===== src/design/cba_pkg.sv =====
`default_nettype none
package cba_pkg;

   localparam int DEF_MAX_SLOTS     = 16;
   localparam int DEF_SEGMENT_BYTES = 16;
   localparam int QUEUE_DEPTH       = 2;
   localparam int MAX_MOVES         = 15;

   localparam logic [15:0] EMPTY_START = 16'hFFFF;

   localparam logic [1:0] REG_STORAGE_BASE = 2'd0;
   localparam logic [1:0] REG_STORAGE_SIZE = 2'd1;
   localparam logic [1:0] REG_TEXT_TYPE    = 2'd2;
   localparam logic [1:0] REG_INT_TYPE     = 2'd3;

   localparam logic [1:0] KIND_WRITE  = 2'd0;
   localparam logic [1:0] KIND_DELETE = 2'd1;
   localparam logic [1:0] KIND_QUERY  = 2'd2;
   localparam logic [1:0] KIND_FORMAT = 2'd3;

   localparam logic [2:0] ST_OK        = 3'd0;
   localparam logic [2:0] ST_BAD_SLOT  = 3'd1;
   localparam logic [2:0] ST_BAD_TYPE  = 3'd2;
   localparam logic [2:0] ST_NO_SPACE  = 3'd3;
   localparam logic [2:0] ST_EMPTY     = 3'd4;

   localparam logic RK_FINAL = 1'b0;
   localparam logic RK_MOVE  = 1'b1;

   typedef enum logic [2:0] {
      OP_WRITE,
      OP_DELETE,
      OP_QUERY,
      OP_FORMAT,
      OP_BAD_SLOT,
      OP_BAD_TYPE
   } op_code_type;

   // classified item as it travels from the front to the back
   typedef struct packed {
      op_code_type code;
      logic [7:0]  slot;
      logic [15:0] segs;
   } op_type;

endpackage
`default_nettype wire


===== src/design/compacting_block_allocator_core.sv =====
`default_nettype none
// Compacting block allocator: a slot table of (start, size) for up to MAX_SLOTS
// blocks kept packed from storage_base. A request item (write, delete, query,
// format) yields zero or more move orders (result_kind 1) and then one final
// answer with last set. The front stage takes an item each cycle while the
// two-entry queue has room; the back sequencer walks the slot table one entry
// a cycle. Delete, and write over an occupied slot, also run a selection sort
// over the survivors: for n surviving blocks, n rounds that each scan the table
// for the lowest unplaced start and then place that block, and a closing scan;
// each move order waits for rsp_ready. The back is a single-index sequencer.
// No clearing pass after reset. Configure only while no item is in flight.
module compacting_block_allocator_core import cba_pkg::*; #(
   parameter int MAX_SLOTS     = DEF_MAX_SLOTS,
   parameter int SEGMENT_BYTES = DEF_SEGMENT_BYTES
) (
   input  wire logic        clock,
   input  wire logic        reset,
   input  wire logic        req_valid,
   output logic             req_ready,
   input  wire logic [1:0]  req_kind,
   input  wire logic [7:0]  req_block_index,
   input  wire logic [7:0]  req_data_type,
   input  wire logic [15:0] req_payload_len,
   output logic             rsp_valid,
   input  wire logic        rsp_ready,
   output logic             rsp_result_kind,
   output logic [2:0]       rsp_status,
   output logic [7:0]       rsp_slot_out,
   output logic [15:0]      rsp_from_addr,
   output logic [15:0]      rsp_to_addr,
   output logic [15:0]      rsp_size_bytes,
   output logic             rsp_occupied,
   output logic [15:0]      rsp_free_bytes,
   output logic [6:0]       rsp_block_count,
   output logic             rsp_last,
   input  wire logic        csr_wr_en,
   input  wire logic [1:0]  csr_index,
   input  wire logic [15:0] csr_wdata
);
   logic [15:0] base_ff, size_ff;
   logic [7:0]  text_ff, int_ff;
   logic        push, q_full, q_empty, pop;
   op_type      push_op, head_op;

   // configuration registers, write only
   always_ff @(posedge clock) begin
      if (reset) begin
         base_ff <= 16'd0;
         size_ff <= 16'd8192;
         text_ff <= 8'd0;
         int_ff  <= 8'd1;
      end else if (csr_wr_en) begin
         unique case (csr_index)
            REG_STORAGE_BASE: base_ff <= csr_wdata;
            REG_STORAGE_SIZE: size_ff <= csr_wdata;
            REG_TEXT_TYPE:    text_ff <= csr_wdata[7:0];
            REG_INT_TYPE:     int_ff  <= csr_wdata[7:0];
            default: ;
         endcase
      end
   end

   // classify and size each item, then hand it through the queue
   cba_front #(.MAX_SLOTS(MAX_SLOTS), .SEGMENT_BYTES(SEGMENT_BYTES)) u_front (
      .clock, .reset, .req_valid, .req_ready, .req_kind, .req_block_index,
      .req_data_type, .req_payload_len,
      .text_type_code (text_ff),
      .int_type_code  (int_ff),
      .push, .push_op, .q_full
   );

   cba_fifo #(.WIDTH($bits(op_type))) u_queue (
      .clock, .reset,
      .push, .push_data (push_op), .full (q_full),
      .pop,  .pop_data  (head_op), .empty (q_empty)
   );

   // execute against the slot table and drive the result register
   cba_back #(.MAX_SLOTS(MAX_SLOTS), .SEGMENT_BYTES(SEGMENT_BYTES)) u_back (
      .clock, .reset,
      .storage_base (base_ff),
      .storage_size (size_ff),
      .op_valid (!q_empty),
      .op_head  (head_op),
      .op_pop   (pop),
      .rsp_valid, .rsp_ready, .rsp_result_kind, .rsp_status, .rsp_slot_out,
      .rsp_from_addr, .rsp_to_addr, .rsp_size_bytes, .rsp_occupied,
      .rsp_free_bytes, .rsp_block_count, .rsp_last
   );
endmodule
`default_nettype wire


===== src/design/cba_fifo.sv =====
`default_nettype none
module cba_fifo import cba_pkg::*; #(
   parameter int WIDTH = 8
) (
   input  wire logic             clock,
   input  wire logic             reset,
   input  wire logic             push,
   input  wire logic [WIDTH-1:0] push_data,
   output logic                  full,
   input  wire logic             pop,
   output logic [WIDTH-1:0]      pop_data,
   output logic                  empty
);
   localparam int PW = (QUEUE_DEPTH > 1) ? $clog2(QUEUE_DEPTH) : 1;
   localparam int CNTW = $clog2(QUEUE_DEPTH + 1);

   logic [WIDTH-1:0] mem_ff [QUEUE_DEPTH];
   logic [PW-1:0]    wptr_ff, wptr_in, rptr_ff, rptr_in;
   logic [CNTW-1:0]  cnt_ff, cnt_in;
   logic             do_push, do_pop;

   assign full     = (cnt_ff == CNTW'(QUEUE_DEPTH));
   assign empty    = (cnt_ff == '0);
   assign pop_data = mem_ff[rptr_ff];
   assign do_push  = push && !full;
   assign do_pop   = pop && !empty;

   always_comb begin
      wptr_in = wptr_ff;
      rptr_in = rptr_ff;
      cnt_in  = cnt_ff;
      if (do_push) begin
         wptr_in = (wptr_ff == PW'(QUEUE_DEPTH - 1)) ? '0 : wptr_ff + 1'b1;
      end
      if (do_pop) begin
         rptr_in = (rptr_ff == PW'(QUEUE_DEPTH - 1)) ? '0 : rptr_ff + 1'b1;
      end
      if (do_push && !do_pop) cnt_in = cnt_ff + 1'b1;
      else if (do_pop && !do_push) cnt_in = cnt_ff - 1'b1;
   end

   always_ff @(posedge clock) begin
      if (reset) begin
         wptr_ff <= '0;
         rptr_ff <= '0;
         cnt_ff  <= '0;
      end else begin
         wptr_ff <= wptr_in;
         rptr_ff <= rptr_in;
         cnt_ff  <= cnt_in;
      end
      if (do_push) mem_ff[wptr_ff] <= push_data;
   end
endmodule
`default_nettype wire


===== src/design/cba_front.sv =====
`default_nettype none
module cba_front import cba_pkg::*; #(
   parameter int MAX_SLOTS     = DEF_MAX_SLOTS,
   parameter int SEGMENT_BYTES = DEF_SEGMENT_BYTES
) (
   input  wire logic        clock,
   input  wire logic        reset,
   input  wire logic        req_valid,
   output logic             req_ready,
   input  wire logic [1:0]  req_kind,
   input  wire logic [7:0]  req_block_index,
   input  wire logic [7:0]  req_data_type,
   input  wire logic [15:0] req_payload_len,
   input  wire logic [7:0]  text_type_code,
   input  wire logic [7:0]  int_type_code,
   output logic             push,
   output op_type           push_op,
   input  wire logic        q_full
);
   // ceil(len / SEGMENT_BYTES) by reciprocal multiply, exact for 17-bit numerators
   localparam int RK = 26;
   localparam logic [RK:0] RECIP = (RK+1)'(((64'd1 << RK) + SEGMENT_BYTES - 1) / SEGMENT_BYTES);

   logic        stg_v_ff, stg_v_in;
   logic [1:0]  stg_kind_ff;
   logic [7:0]  stg_idx_ff;
   logic [7:0]  stg_type_ff;
   logic [15:0] stg_len_ff;
   logic        accept;
   logic [16:0] numer;
   logic [RK+17:0] prod;

   assign push      = stg_v_ff && !q_full;
   assign req_ready = !stg_v_ff || push;
   assign accept    = req_valid && req_ready;
   assign numer     = 17'(stg_len_ff) + 17'(SEGMENT_BYTES - 1);
   assign prod      = (RK+18)'(numer) * (RK+18)'(RECIP);

   always_comb begin
      stg_v_in = stg_v_ff;
      if (accept) stg_v_in = 1'b1;
      else if (push) stg_v_in = 1'b0;
   end

   always_comb begin
      push_op.slot = stg_idx_ff;
      push_op.segs = prod[RK+15:RK];
      // format first, then slot range, then query and delete, then type for writes
      if (stg_kind_ff == KIND_FORMAT) begin
         push_op.code = OP_FORMAT;
         push_op.slot = 8'd0;
      end else if (stg_idx_ff >= 8'(MAX_SLOTS)) begin
         push_op.code = OP_BAD_SLOT;
      end else if (stg_kind_ff == KIND_QUERY) begin
         push_op.code = OP_QUERY;
      end else if (stg_kind_ff == KIND_DELETE) begin
         push_op.code = OP_DELETE;
      end else if (stg_type_ff != text_type_code && stg_type_ff != int_type_code) begin
         push_op.code = OP_BAD_TYPE;
      end else begin
         push_op.code = OP_WRITE;
      end
   end

   always_ff @(posedge clock) begin
      if (reset) stg_v_ff <= 1'b0;
      else stg_v_ff <= stg_v_in;
      if (accept) begin
         stg_kind_ff <= req_kind;
         stg_idx_ff  <= req_block_index;
         stg_type_ff <= req_data_type;
         stg_len_ff  <= req_payload_len;
      end
   end
endmodule
`default_nettype wire


===== src/design/cba_back.sv =====
`default_nettype none
module cba_back import cba_pkg::*; #(
   parameter int MAX_SLOTS     = DEF_MAX_SLOTS,
   parameter int SEGMENT_BYTES = DEF_SEGMENT_BYTES
) (
   input  wire logic        clock,
   input  wire logic        reset,
   input  wire logic [15:0] storage_base,
   input  wire logic [15:0] storage_size,
   input  wire logic        op_valid,
   input  wire op_type      op_head,
   output logic             op_pop,
   output logic             rsp_valid,
   input  wire logic        rsp_ready,
   output logic             rsp_result_kind,
   output logic [2:0]       rsp_status,
   output logic [7:0]       rsp_slot_out,
   output logic [15:0]      rsp_from_addr,
   output logic [15:0]      rsp_to_addr,
   output logic [15:0]      rsp_size_bytes,
   output logic             rsp_occupied,
   output logic [15:0]      rsp_free_bytes,
   output logic [6:0]       rsp_block_count,
   output logic             rsp_last
);
   localparam int IW = (MAX_SLOTS > 1) ? $clog2(MAX_SLOTS) : 1;
   localparam int UW = 16 + $clog2(MAX_SLOTS + 1);
   localparam int CW = UW + 2;
   localparam int TW = 17;

   typedef enum logic [2:0] {
      S_IDLE, S_LOOKUP, S_SORT_SCAN, S_SORT_APPLY, S_SUM, S_PLACE, S_FINAL
   } state_type;

   state_type state_ff, state_in;
   logic [15:0] start_ff [MAX_SLOTS];
   logic [15:0] start_in [MAX_SLOTS];
   logic [15:0] size_ff  [MAX_SLOTS];
   logic [15:0] size_in  [MAX_SLOTS];
   logic [MAX_SLOTS-1:0] valid_ff, valid_in, done_ff, done_in;
   logic [IW-1:0] idx_ff, idx_in, best_ff, best_in;
   logic [15:0]   best_start_ff, best_start_in, dest_ff, dest_in;
   logic          found_ff, found_in;
   logic [3:0]    moves_ff, moves_in;
   op_type        op_ff, op_in;
   logic [TW-1:0] total_ff, total_in;
   logic [UW-1:0] used_ff, used_in;
   logic [6:0]    count_ff, count_in;
   logic [16:0]   at_ff, at_in;
   logic [2:0]    status_ff, status_in;
   logic          occ_ff, occ_in;
   logic [15:0]   to_ff, to_in, sz_ff, sz_in;

   logic        rv_ff, rv_in, r_kind_ff, r_kind_in, r_occ_ff, r_occ_in, r_last_ff, r_last_in;
   logic [2:0]  r_status_ff, r_status_in;
   logic [7:0]  r_slot_ff, r_slot_in;
   logic [15:0] r_from_ff, r_from_in, r_to_ff, r_to_in, r_size_ff, r_size_in;
   logic [15:0] r_free_ff, r_free_in;
   logic [6:0]  r_count_ff, r_count_in;

   logic [15:0] cur_start, cur_size;
   logic        cur_valid, cur_done, last_idx, out_free, take, found_now, moving;
   logic [IW-1:0] best_now, slot_idx;
   logic [16:0] cur_end;
   logic        go_sum, go_sort;

   assign cur_start = start_ff[idx_ff];
   assign cur_size  = size_ff[idx_ff];
   assign cur_valid = valid_ff[idx_ff];
   assign cur_done  = done_ff[idx_ff];
   assign cur_end   = {1'b0, cur_start} + {1'b0, cur_size};
   assign last_idx  = (idx_ff == IW'(MAX_SLOTS - 1));
   assign out_free  = !rv_ff || rsp_ready;
   assign slot_idx  = op_ff.slot[IW-1:0];

   always_comb begin
      state_in = state_ff;
      start_in = start_ff;
      size_in  = size_ff;
      valid_in = valid_ff;
      done_in  = done_ff;
      idx_in   = idx_ff;
      best_in  = best_ff;
      best_start_in = best_start_ff;
      dest_in  = dest_ff;
      found_in = found_ff;
      moves_in = moves_ff;
      op_in    = op_ff;
      total_in = total_ff;
      used_in  = used_ff;
      count_in = count_ff;
      at_in    = at_ff;
      status_in = status_ff;
      occ_in   = occ_ff;
      to_in    = to_ff;
      sz_in    = sz_ff;
      rv_in    = rv_ff && !rsp_ready;
      r_kind_in = r_kind_ff;
      r_status_in = r_status_ff;
      r_slot_in = r_slot_ff;
      r_from_in = r_from_ff;
      r_to_in   = r_to_ff;
      r_size_in = r_size_ff;
      r_occ_in  = r_occ_ff;
      r_free_in = r_free_ff;
      r_count_in = r_count_ff;
      r_last_in = r_last_ff;
      op_pop   = 1'b0;
      go_sum   = 1'b0;
      go_sort  = 1'b0;
      take      = cur_valid && !cur_done && (!found_ff || cur_start < best_start_ff);
      found_now = found_ff || take;
      best_now  = take ? idx_ff : best_ff;
      moving    = (cur_start != dest_ff);

      unique case (state_ff)
         S_IDLE: begin
            op_pop = op_valid;
            if (op_valid) begin
               op_in     = op_head;
               idx_in    = op_head.slot[IW-1:0];
               total_in  = TW'((TW'(op_head.segs) + TW'(2)) * TW'(SEGMENT_BYTES));
               status_in = ST_OK;
               occ_in    = 1'b0;
               to_in     = '0;
               sz_in     = '0;
               moves_in  = '0;
               unique case (op_head.code)
                  OP_FORMAT: begin
                     valid_in = '0;
                     for (int i = 0; i < MAX_SLOTS; i++) begin
                        start_in[i] = EMPTY_START;
                        size_in[i]  = '0;
                     end
                     go_sum = 1'b1;
                  end
                  OP_BAD_SLOT: begin
                     status_in = ST_BAD_SLOT;
                     go_sum    = 1'b1;
                  end
                  OP_BAD_TYPE: begin
                     status_in = ST_BAD_TYPE;
                     go_sum    = 1'b1;
                  end
                  OP_WRITE, OP_DELETE, OP_QUERY: state_in = S_LOOKUP;
                  default: go_sum = 1'b1;
               endcase
            end
         end
         S_LOOKUP: begin
            if (op_ff.code == OP_QUERY) begin
               if (cur_valid) begin
                  occ_in = 1'b1;
                  to_in  = cur_start;
                  sz_in  = cur_size;
               end
               go_sum = 1'b1;
            end else if (!cur_valid) begin
               if (op_ff.code == OP_DELETE) status_in = ST_EMPTY;
               go_sum = 1'b1;
            end else begin
               // empty the slot, then pack the survivors
               valid_in[idx_ff] = 1'b0;
               start_in[idx_ff] = EMPTY_START;
               size_in[idx_ff]  = '0;
               go_sort = 1'b1;
            end
         end
         S_SORT_SCAN: begin
            found_in = found_now;
            best_in  = best_now;
            if (take) best_start_in = cur_start;
            if (last_idx) begin
               if (!found_now) begin
                  go_sum = 1'b1;
               end else begin
                  idx_in   = best_now;
                  state_in = S_SORT_APPLY;
               end
            end else begin
               idx_in = idx_ff + 1'b1;
            end
         end
         S_SORT_APPLY: begin
            if (!(moving && moves_ff < 4'(MAX_MOVES) && !out_free)) begin
               if (moving && moves_ff < 4'(MAX_MOVES)) begin
                  rv_in       = 1'b1;
                  r_kind_in   = RK_MOVE;
                  r_status_in = ST_OK;
                  r_slot_in   = 8'(idx_ff);
                  r_from_in   = cur_start;
                  r_to_in     = dest_ff;
                  r_size_in   = cur_size;
                  r_occ_in    = 1'b0;
                  r_free_in   = '0;
                  r_count_in  = '0;
                  r_last_in   = 1'b0;
                  moves_in    = moves_ff + 1'b1;
               end
               start_in[idx_ff] = dest_ff;
               dest_in          = dest_ff + cur_size;
               done_in[idx_ff]  = 1'b1;
               idx_in           = '0;
               found_in         = 1'b0;
               state_in         = S_SORT_SCAN;
            end
         end
         S_SUM: begin
            if (cur_valid) begin
               used_in  = used_ff + UW'(cur_size);
               count_in = count_ff + 1'b1;
               if (cur_end > at_ff) at_in = cur_end;
            end
            if (last_idx) begin
               state_in = (op_ff.code == OP_WRITE) ? S_PLACE : S_FINAL;
            end else begin
               idx_in = idx_ff + 1'b1;
            end
         end
         S_PLACE: begin
            if (CW'(used_ff) + CW'(total_ff) > CW'(storage_size)) begin
               status_in = ST_NO_SPACE;
            end else begin
               valid_in[slot_idx] = 1'b1;
               start_in[slot_idx] = at_ff[15:0];
               size_in[slot_idx]  = total_ff[15:0];
               used_in  = used_ff + UW'(total_ff[15:0]);
               count_in = count_ff + 1'b1;
               to_in    = at_ff[15:0];
               sz_in    = total_ff[15:0];
            end
            state_in = S_FINAL;
         end
         S_FINAL: begin
            if (out_free) begin
               rv_in       = 1'b1;
               r_kind_in   = RK_FINAL;
               r_status_in = status_ff;
               r_slot_in   = op_ff.slot;
               r_from_in   = '0;
               r_to_in     = to_ff;
               r_size_in   = sz_ff;
               r_occ_in    = occ_ff;
               r_free_in   = (used_ff < UW'(storage_size)) ?
                             16'(UW'(storage_size) - used_ff) : 16'd0;
               r_count_in  = count_ff;
               r_last_in   = 1'b1;
               state_in    = S_IDLE;
            end
         end
         default: state_in = S_IDLE;
      endcase

      if (go_sum) begin
         state_in = S_SUM;
         idx_in   = '0;
         used_in  = '0;
         count_in = '0;
         at_in    = {1'b0, storage_base};
      end
      if (go_sort) begin
         state_in = S_SORT_SCAN;
         idx_in   = '0;
         found_in = 1'b0;
         done_in  = '0;
         dest_in  = storage_base;
      end
   end

   always_ff @(posedge clock) begin
      if (reset) begin
         state_ff <= S_IDLE;
         valid_ff <= '0;
         rv_ff    <= 1'b0;
         for (int i = 0; i < MAX_SLOTS; i++) begin
            start_ff[i] <= EMPTY_START;
            size_ff[i]  <= '0;
         end
      end else begin
         state_ff <= state_in;
         valid_ff <= valid_in;
         rv_ff    <= rv_in;
         start_ff <= start_in;
         size_ff  <= size_in;
      end
      done_ff       <= done_in;
      idx_ff        <= idx_in;
      best_ff       <= best_in;
      best_start_ff <= best_start_in;
      dest_ff       <= dest_in;
      found_ff      <= found_in;
      moves_ff      <= moves_in;
      op_ff         <= op_in;
      total_ff      <= total_in;
      used_ff       <= used_in;
      count_ff      <= count_in;
      at_ff         <= at_in;
      status_ff     <= status_in;
      occ_ff        <= occ_in;
      to_ff         <= to_in;
      sz_ff         <= sz_in;
      r_kind_ff     <= r_kind_in;
      r_status_ff   <= r_status_in;
      r_slot_ff     <= r_slot_in;
      r_from_ff     <= r_from_in;
      r_to_ff       <= r_to_in;
      r_size_ff     <= r_size_in;
      r_occ_ff      <= r_occ_in;
      r_free_ff     <= r_free_in;
      r_count_ff    <= r_count_in;
      r_last_ff     <= r_last_in;
   end

   assign rsp_valid       = rv_ff;
   assign rsp_result_kind = r_kind_ff;
   assign rsp_status      = r_status_ff;
   assign rsp_slot_out    = r_slot_ff;
   assign rsp_from_addr   = r_from_ff;
   assign rsp_to_addr     = r_to_ff;
   assign rsp_size_bytes  = r_size_ff;
   assign rsp_occupied    = r_occ_ff;
   assign rsp_free_bytes  = r_free_ff;
   assign rsp_block_count = r_count_ff;
   assign rsp_last        = r_last_ff;
endmodule
`default_nettype wire


===== config.mk =====
export PLATFORM = sky130hd
export DESIGN_NAME = compacting_block_allocator_core
export DESIGN_NICKNAME = d
export VERILOG_FILES = /design/src/design/cba_pkg.sv /design/src/design/compacting_block_allocator_core.sv /design/src/design/cba_fifo.sv /design/src/design/cba_front.sv /design/src/design/cba_back.sv
export SDC_FILE = /design/constraint.sdc
export NUM_CORES = 2
export LEC_CHECK = 0
export BUFFER_PORTS_ARGS = -buffer_cell sky130_fd_sc_hd__buf_2
export CELL_PAD_IN_SITES_DETAIL_PLACEMENT = 2
export CELL_PAD_IN_SITES_GLOBAL_PLACEMENT = 2
export CORE_MARGIN = 5
export CORE_UTILIZATION = 43
export DETAILED_ROUTE_END_ITERATION = 7
export GPL_TIMING_DRIVEN = 0
export PLACE_DENSITY_LB_ADDON = 0.1
export SLEW_MARGIN = 30
export SYNTH_ARGS = -nofsm -noshare
export SYNTH_HDL_FRONTEND = slang
export SYNTH_SLANG_ARGS = --single-unit

===== constraint.sdc =====
create_clock -name clock -period 20.6 [get_ports clock]
set_input_delay 1.03 -clock clock [delete_from_list [all_inputs] [get_ports clock]]
set_output_delay 1.03 -clock clock [all_outputs]
set_load 0.02 [all_outputs]

# ---- Word level (Yosys, flattened, before mapping)
# Memory sizes are Yosys's and may differ from the RTL's. A register that Yosys moved wholly into a read port is not among the register bits.
# Index checks and enable logic that the tools add are counted.
dict set report op_classes {
  n_mux 167
  n_reduce_logical 76
  div_mod_pow 0
  mul 0
  add_sub_neg 15
  n_bitwise 12
  order_cmp 14
  n_eq_ne 60
  n_shift 0
}
# op count
set ops {}
lappend ops {{2-to-1 mux 256 bit} 11}
lappend ops {{one-hot mux 256 bit (4 select lines)} 1}
lappend ops {{bitwise mux 256 bit} 3}
lappend ops {{one-hot mux 256 bit (3 select lines)} 1}
lappend ops {{2-to-1 mux 16 bit} 38}
lappend ops {{bitwise AND 256 bit} 1}
lappend ops {{inverter 256 bit} 1}
lappend ops {{bitwise OR 256 bit} 1}
lappend ops {{one-hot mux 16 bit (3 select lines)} 3}
lappend ops {{binary-select mux 16 bit (select 4 bit)} 2}
lappend ops {{demux 16 bit (select 4 bit)} 2}
lappend ops {{one-hot mux 16 bit (2 select lines)} 4}
lappend ops {{2-to-1 mux 3 bit} 21}
lappend ops {{adder 21 x 16 -> 21 bit} 2}
lappend ops {{2-to-1 mux 21 bit} 2}
lappend ops {{one-hot mux 21 bit (2 select lines)} 1}
lappend ops {{2-to-1 mux 1 bit} 36}
lappend ops {{2-to-1 mux 4 bit} 9}
lappend ops {{2-to-1 mux 7 bit} 5}
lappend ops {{2-to-1 mux 8 bit} 4}
lappend ops {{bitwise OR 16 bit} 2}
lappend ops {{one-hot mux 7 bit (2 select lines)} 2}
lappend ops {{!= test 2 x 1 -> 1 bit (second input constant)} 13}
lappend ops {{AND reduction 8 bit} 3}
lappend ops {{67 further kinds} 176}
dict set report totals {
  mem_bits_ro 0
  ramBits 48
  word_cells 422
  out_inout_bits 87
  latch_bits 0
  inputBits 57
  mem_count 1
  regBits 870
}
# memory words width read_ports rd_ports_with_merged_regs write_ports line_no
set memory_table {}
lappend memory_table {u_queue.mem_ff 2 24 1 1 1 cba_fifo.sv:17} ;# logic [WIDTH-1:0] mem_ff [QUEUE_DEPTH];

# ---- Longest topological paths before layout
dict set report logic_depth {
  depth_word 13
  mapped_depth 30
  depth_no_buf 24
}

# ---- Modules after synthesis
# A second synthesis with hierarchy kept.
dict set report hier_totals {
  cells_unflattened 6056
  hier_area_um2 52831.9
}
# module instances area_per_inst_um2 cells_per_inst seq_area_each_um2
set modules_own_cells {}
lappend modules_own_cells {cba_back 1 47118.9 5652 17687.0}
lappend modules_own_cells {cba_fifo 1 2163.3 109 1721.7}
lappend modules_own_cells {compacting_block_allocator_core 1 1960.6 181 960.9}
lappend modules_own_cells {cba_front 1 1589.0 114 1041.0}

# ---- Least setup slack after synthesis
# OpenSTA, ideal clock, no wires.
dict set report synth_path {
  kind {reg-to-reg}
  from {reg u_back.idx_ff[0]}
  to {reg u_back.at_ff[0], enable pin}
  arrival_time_ns 6.947
  n_path_buf 6
  synth_period_minus_slack_ns 7.322
  setup_ns 0.375
  required_time_ns 20.225
  slack_ns 13.278
  stages_incl_launch_ff 26
  cell_sequence {dfxtp_1 -> buf_6 -> buf_6 -> buf_2 -> buf_2 -> buf_1 -> buf_1 -> mux4_2 -> mux4_2 -> ha_1 -> fa_1 -> a21o_1 -> a21oi_1 -> o21a_1 -> o31ai_1 -> o41a_1 -> a21o_1 -> a21oi_1 -> o21ai_0 -> ha_1 -> and4_1 -> nand3_1 -> or2_2 -> o21ai_0 -> o311a_1 -> nand2b_1}
}
dict set report synth_via {
  elab_cells_between_ends 29
  classes_between {1 x add/sub; 2 x order compare; 1 x eq/ne; 15 x mux; 1 x bitwise; 9 x reduce/logical}
}
# element line_no
set synth_rtl {}
lappend synth_rtl {{from (decl)} cba_back.sv:41} ;# logic [IW-1:0] idx_ff, idx_in, best_ff, best_in;
lappend synth_rtl {{from (signal assigned)} cba_back.sv:287} ;# idx_ff <= idx_in;
lappend synth_rtl {{inverter 4 -> 5 bit (not written as such) *} {cba_back.sv:67, cba_back.sv:68}}
lappend synth_rtl {{binary-select mux 16 bit (select 4 bit) (on tied branches)} {cba_back.sv:67, cba_back.sv:68}}
lappend synth_rtl {{2-to-1 mux 16 bit (on tied branches) (2 in a row)} {cba_back.sv:67, cba_back.sv:68}}
lappend synth_rtl {{adder 16 x 16 -> 17 bit *} cba_back.sv:71} ;# assign cur_end = {1'b0, cur_start} + {1'b0, cur_size};
lappend synth_rtl {{named net u_back.cur_end[16]} cba_back.sv:64} ;# logic [16:0] cur_end;
lappend synth_rtl {{> comparator 17 bit *} cba_back.sv:212} ;# if (cur_end > at_ff) at_in = cur_end;
lappend synth_rtl {{nonzero test 2 bit (no source line) *} n/a}
lappend synth_rtl {{AND reduction 3 bit (no source line) *} n/a}
lappend synth_rtl {{to (signal assigned)} cba_back.sv:297} ;# at_ff <= at_in;
lappend synth_rtl {{to (decl)} cba_back.sv:49} ;# logic [16:0] at_ff, at_in;
# The timed path passes the listed nets; every way through them passes the cells marked *. The select of a mux whose other input is x is not followed.
# A chain may end at the register's enable or synchronous reset.

# ---- Worst setup path after layout
dict set report layout_path {
  from {reg u_back.idx_ff[1]}
  to {reg u_back.at_ff[3], enable pin}
}
# The elaborated chain is that of the path after synthesis.

==> flow_summary.yaml <==
timing:
  worst_clock_skew_ns: 0.0712
  final.setup.tns_ns: 0
  finalHoldViolations: 0
  rsz0062_at_grt: "false"
  setup_slack_ns: 10.81
  tightestPinTransition_ns: 1.20
  slew_headroom_pct: 19.7
  fin_crit_ns: 9.79
  final_max_slew_viol_count: 0
  finalSetupViolCount: 0
  finalCritPeriodShare_pct: 47.5
  fmax_mhz: 102
placement:
  placed_cells: 7776
  placedInstanceArea_um2: 55400
  gp_congestion: 1.03
  port_buffers: 142
  hpwl_mm: 204
  pre_cts_ws_ns: 10.92
final_layout:
  final_nets: 6478
  drive_above_1_share_pct: 10.6
  final_cell_area_um2: 59300
  fin_cells: 7997
  fill_cells: 13000
  area_growth_pct: 13.7
clock_tree:
  cts_resized: 0
  clk_path_buf_depth: 3
  cts_htree_levels: 3
  cts_tree: "done"
  cts_sinks: 919
  clockRootBuffer: "clkbuf_16"
  clk_latency_ns: 0.79
  clk_pin_slew_ns: 0.06
  cts_setup_buffers: 0
  hold_buffers: 0
  cts_buffers: 107
floorplanning:
  die_area_um2: 128000
  start_util_pct: 43.4
  die_width_um: 358
  chipHeight_um: 358
  core_um2: 120000
  num_rows: 127
  top_level_ports: 144
worst_setup_path:
  cp-end-kind: "flip-flop"
  cp.arrival_ns: 10.19
  cp.buffers_inverters: 7
  cp-start-kind: "flip-flop"
  r2r_cells: 26
  reg2reg_from: "u_back.idx_ff[1]"
  endpoint: "u_back.at_ff[3]"
  worst_r2r_endpoint: "u_back.at_ff[3]"
  worst-setup-path-type: "reg -> reg"
  reg2reg_slack_ns: 10.81
  crit_fanout: 16
  cp.required_ns: 21.01
  critPathSlowestCell: "buf_1"
  cp.depth: 26
  max_stage_delay_ns: 0.89
  crit_start: "u_back.idx_ff[1]"
  crit_family: "buffers and inverters"
logic_synthesis:
  ys_seq_area_share_pct: 40.7
  syn-num-nets: 6205
  synth_common_cells: "nand2_1 (917), nor2_1 (679), a21oi_1 (664), dfxtp_1 (636), clkbuf_1 (417)"
  synth.most_common_cell: "nand2_1"
  async_flop_share_pct: 0
  ys_top_cells_by_area: "dfxtp_1 (24%), edfxtp_1 (16%), nand2_1 (6.6%)"
  ys_warn_count: 0
  yosys.area.top_type: "dfxtp_1"
  synth_seq_cells: 919
  ys.flop_type: "dfxtp_1"
  netlist_instances: 6000
  yosysTopAreaCellShare_pct: 24.4
  synth_cell_types: 86
  synthesis.area_um2: 52100
  synth_area_per_cell_um2: 8.69
  synth_edf_count: 283
pwr:
  leakagePower_uw: 0.0254
  swShare_pct: 43.7
  powerDensity_nw_per_um2: 124
  cell_internal_pwr_uw: 4130
  p_sw_uw: 3200
  combPwrFrac_pct: 41.6
  p_clk_share_pct: 28.3
  vdd_drop_max_uv: 87.9
  pwr-share-seq_pct: 30.1
detailed_routing:
  wire_per_inst_um: 36.9
  drt_wl_total_mm: 295
  ant_nets: 0
  avgViaCountPerCell: 6.80
  drcViolationCount: 0
  first_pass_iters: 5
  drt_iter0_markers: 6559
  vias: 54400
grt:
  grt_pass1_wl_mm: 416
  overflow: 0
  grt_pass1_vias: 57000
  grt_start_max_net_pins: 29
  antenna_found_initial: 27
  grt_usage_pct: 44.5
status:
  status: "finished clean"
min_path:
  hold_class: "in -> reg"
job:
  cap_viol_max_count: 0
[registers in the layout (all words and copies together) (netlist names), 17 cells and up, named ones only]
name / flops
u_back.size_ff: 256
u_back.start_ff: 256
u_queue.mem_ff: 48
u_back.used_ff: 21
u_back.at_ff: 17
[cell usage in the layout, fill, tap and decap left out, types with 18 or more instances in the layout]
cell / count
clkbuf_2: 61
nor2_1: 674
buf_12: 26
mux4_2: 124
nand2b_1: 18
diode_2: 19
a211oi_1: 30
buf_2: 174
clkbuf_1: 391
inv_1: 109
ha_1: 143
nor3_1: 290
nand3_1: 39
o21ai_0: 342
and2_1: 116
a21oi_1: 663
a21o_1: 22
xnor2_1: 87
a22oi_1: 23
edfxtp_1: 283
and3_1: 34
clkbuf_8: 21
a22o_1: 222
mux2_2: 30
buf_6: 18
a31oi_1: 18
mux2i_1: 335
clkbuf_16: 110
nor2b_1: 34
xor2_1: 53
dfxtp_1: 636
clkinv_2: 19
nand2_1: 917
[worst reg2reg max path, stage by stage, from the launching register on]
cell	delay [ns]
dfxtp_1	0.39
buf_6	0.28
buf_6	0.30
buf_4	0.30
buf_4	0.33
buf_2	0.43
buf_1	0.61
buf_1	0.90
mux4_2	0.45
mux4_2	0.72
ha_1	0.34
fa_1	0.45
a21o_1	0.20
a21oi_1	0.31
o21a_1	0.17
o31ai_1	0.11
o41a_1	0.37
a21o_1	0.20
a21oi_1	0.21
o21ai_0	0.21
ha_1	0.34
and4_1	0.23
nand3_1	0.11
or2_2	0.32
o21ai_0	0.18
o311a_1	0.25
nand2b_1	0.69
[metrics by stage]
step	power (µW)	hold WS, ns	util [%]
after floorplan	3880	0.424	-
after global placement	4880	0.436	45.7
after detailed placement	5050	0.441	46.2
after CTS	7180	0.379	49.2
after global routing	7450	0.389	49.3
final	7330	0.411	49.3
[logic make-up (layout without fill, tap and decap cells)]
logic type | after synthesis | count (layout) | share of synthesized area, %
simple gates | 2208 | 2208 | 18.1
buf+inv | 625 | 991 | 5.58
fa+ha+maj | 148 | 148 | 3.62
mux | 499 | 499 | 12.7
flops | 919 | 919 | 40.7
other cells | 0 | 19 | 0
compound gates | 1461 | 1461 | 16.9
xor+xnor | 140 | 140 | 2.35
[worst min path at each step]
stage | from | endpoint | slack, ns | depth (start not counted)
floorplan | u_back.size_ff[144] | u_back.size_ff[144] | 0.42 | 1
global placement | u_back.size_ff[224] | u_back.size_ff[224] | 0.44 | 1
detailed placement | u_back.size_ff[48] | u_back.size_ff[48] | 0.44 | 1
CTS | req_block_index[6] | u_front.stg_idx_ff[6] | 0.38 | 1
global route | req_payload_len[7] | u_front.stg_len_ff[7] | 0.39 | 1
finish | req_block_index[6] | u_front.stg_idx_ff[6] | 0.41 | 1
[metal layers]
layer / GRT usage (%) / share of wire (%) / vias up
li1: - / - / 21800
met1: 52.4 / 36 / 27700
met2: 69.6 / 44 / 3577
met3: 11.1 / 9.7 / 1291
met4: 34.8 / 9.7 / 12
met5: 0 / 0.054 / -
[power by group through the flow]
stage	Clock [µW]	Combinational, µW	Sequential (µW)
after floorplan	0	1720	2160
final	2070	3050	2210
after global routing	2150	3090	2210
after global placement	0	2660	2220
after detailed placement	0	2830	2230
after CTS	2070	2910	2190
[area by class of cell]
cell class	count	area [µm²]	area share (%)
clock buffer	162	3160	5.33
inverter	111	417	0.703
buffer	514	2570	4.34
tap	1612	2020	3.40
sequential	919	21200	35.8
antenna	19	47.5	0.0802
multi-input combinational	4456	28200	47.5
clock inverter	40	551	0.929
timing repair buffer	164	1120	1.89
No activity file was read; power rests on OpenSTA's default activity.
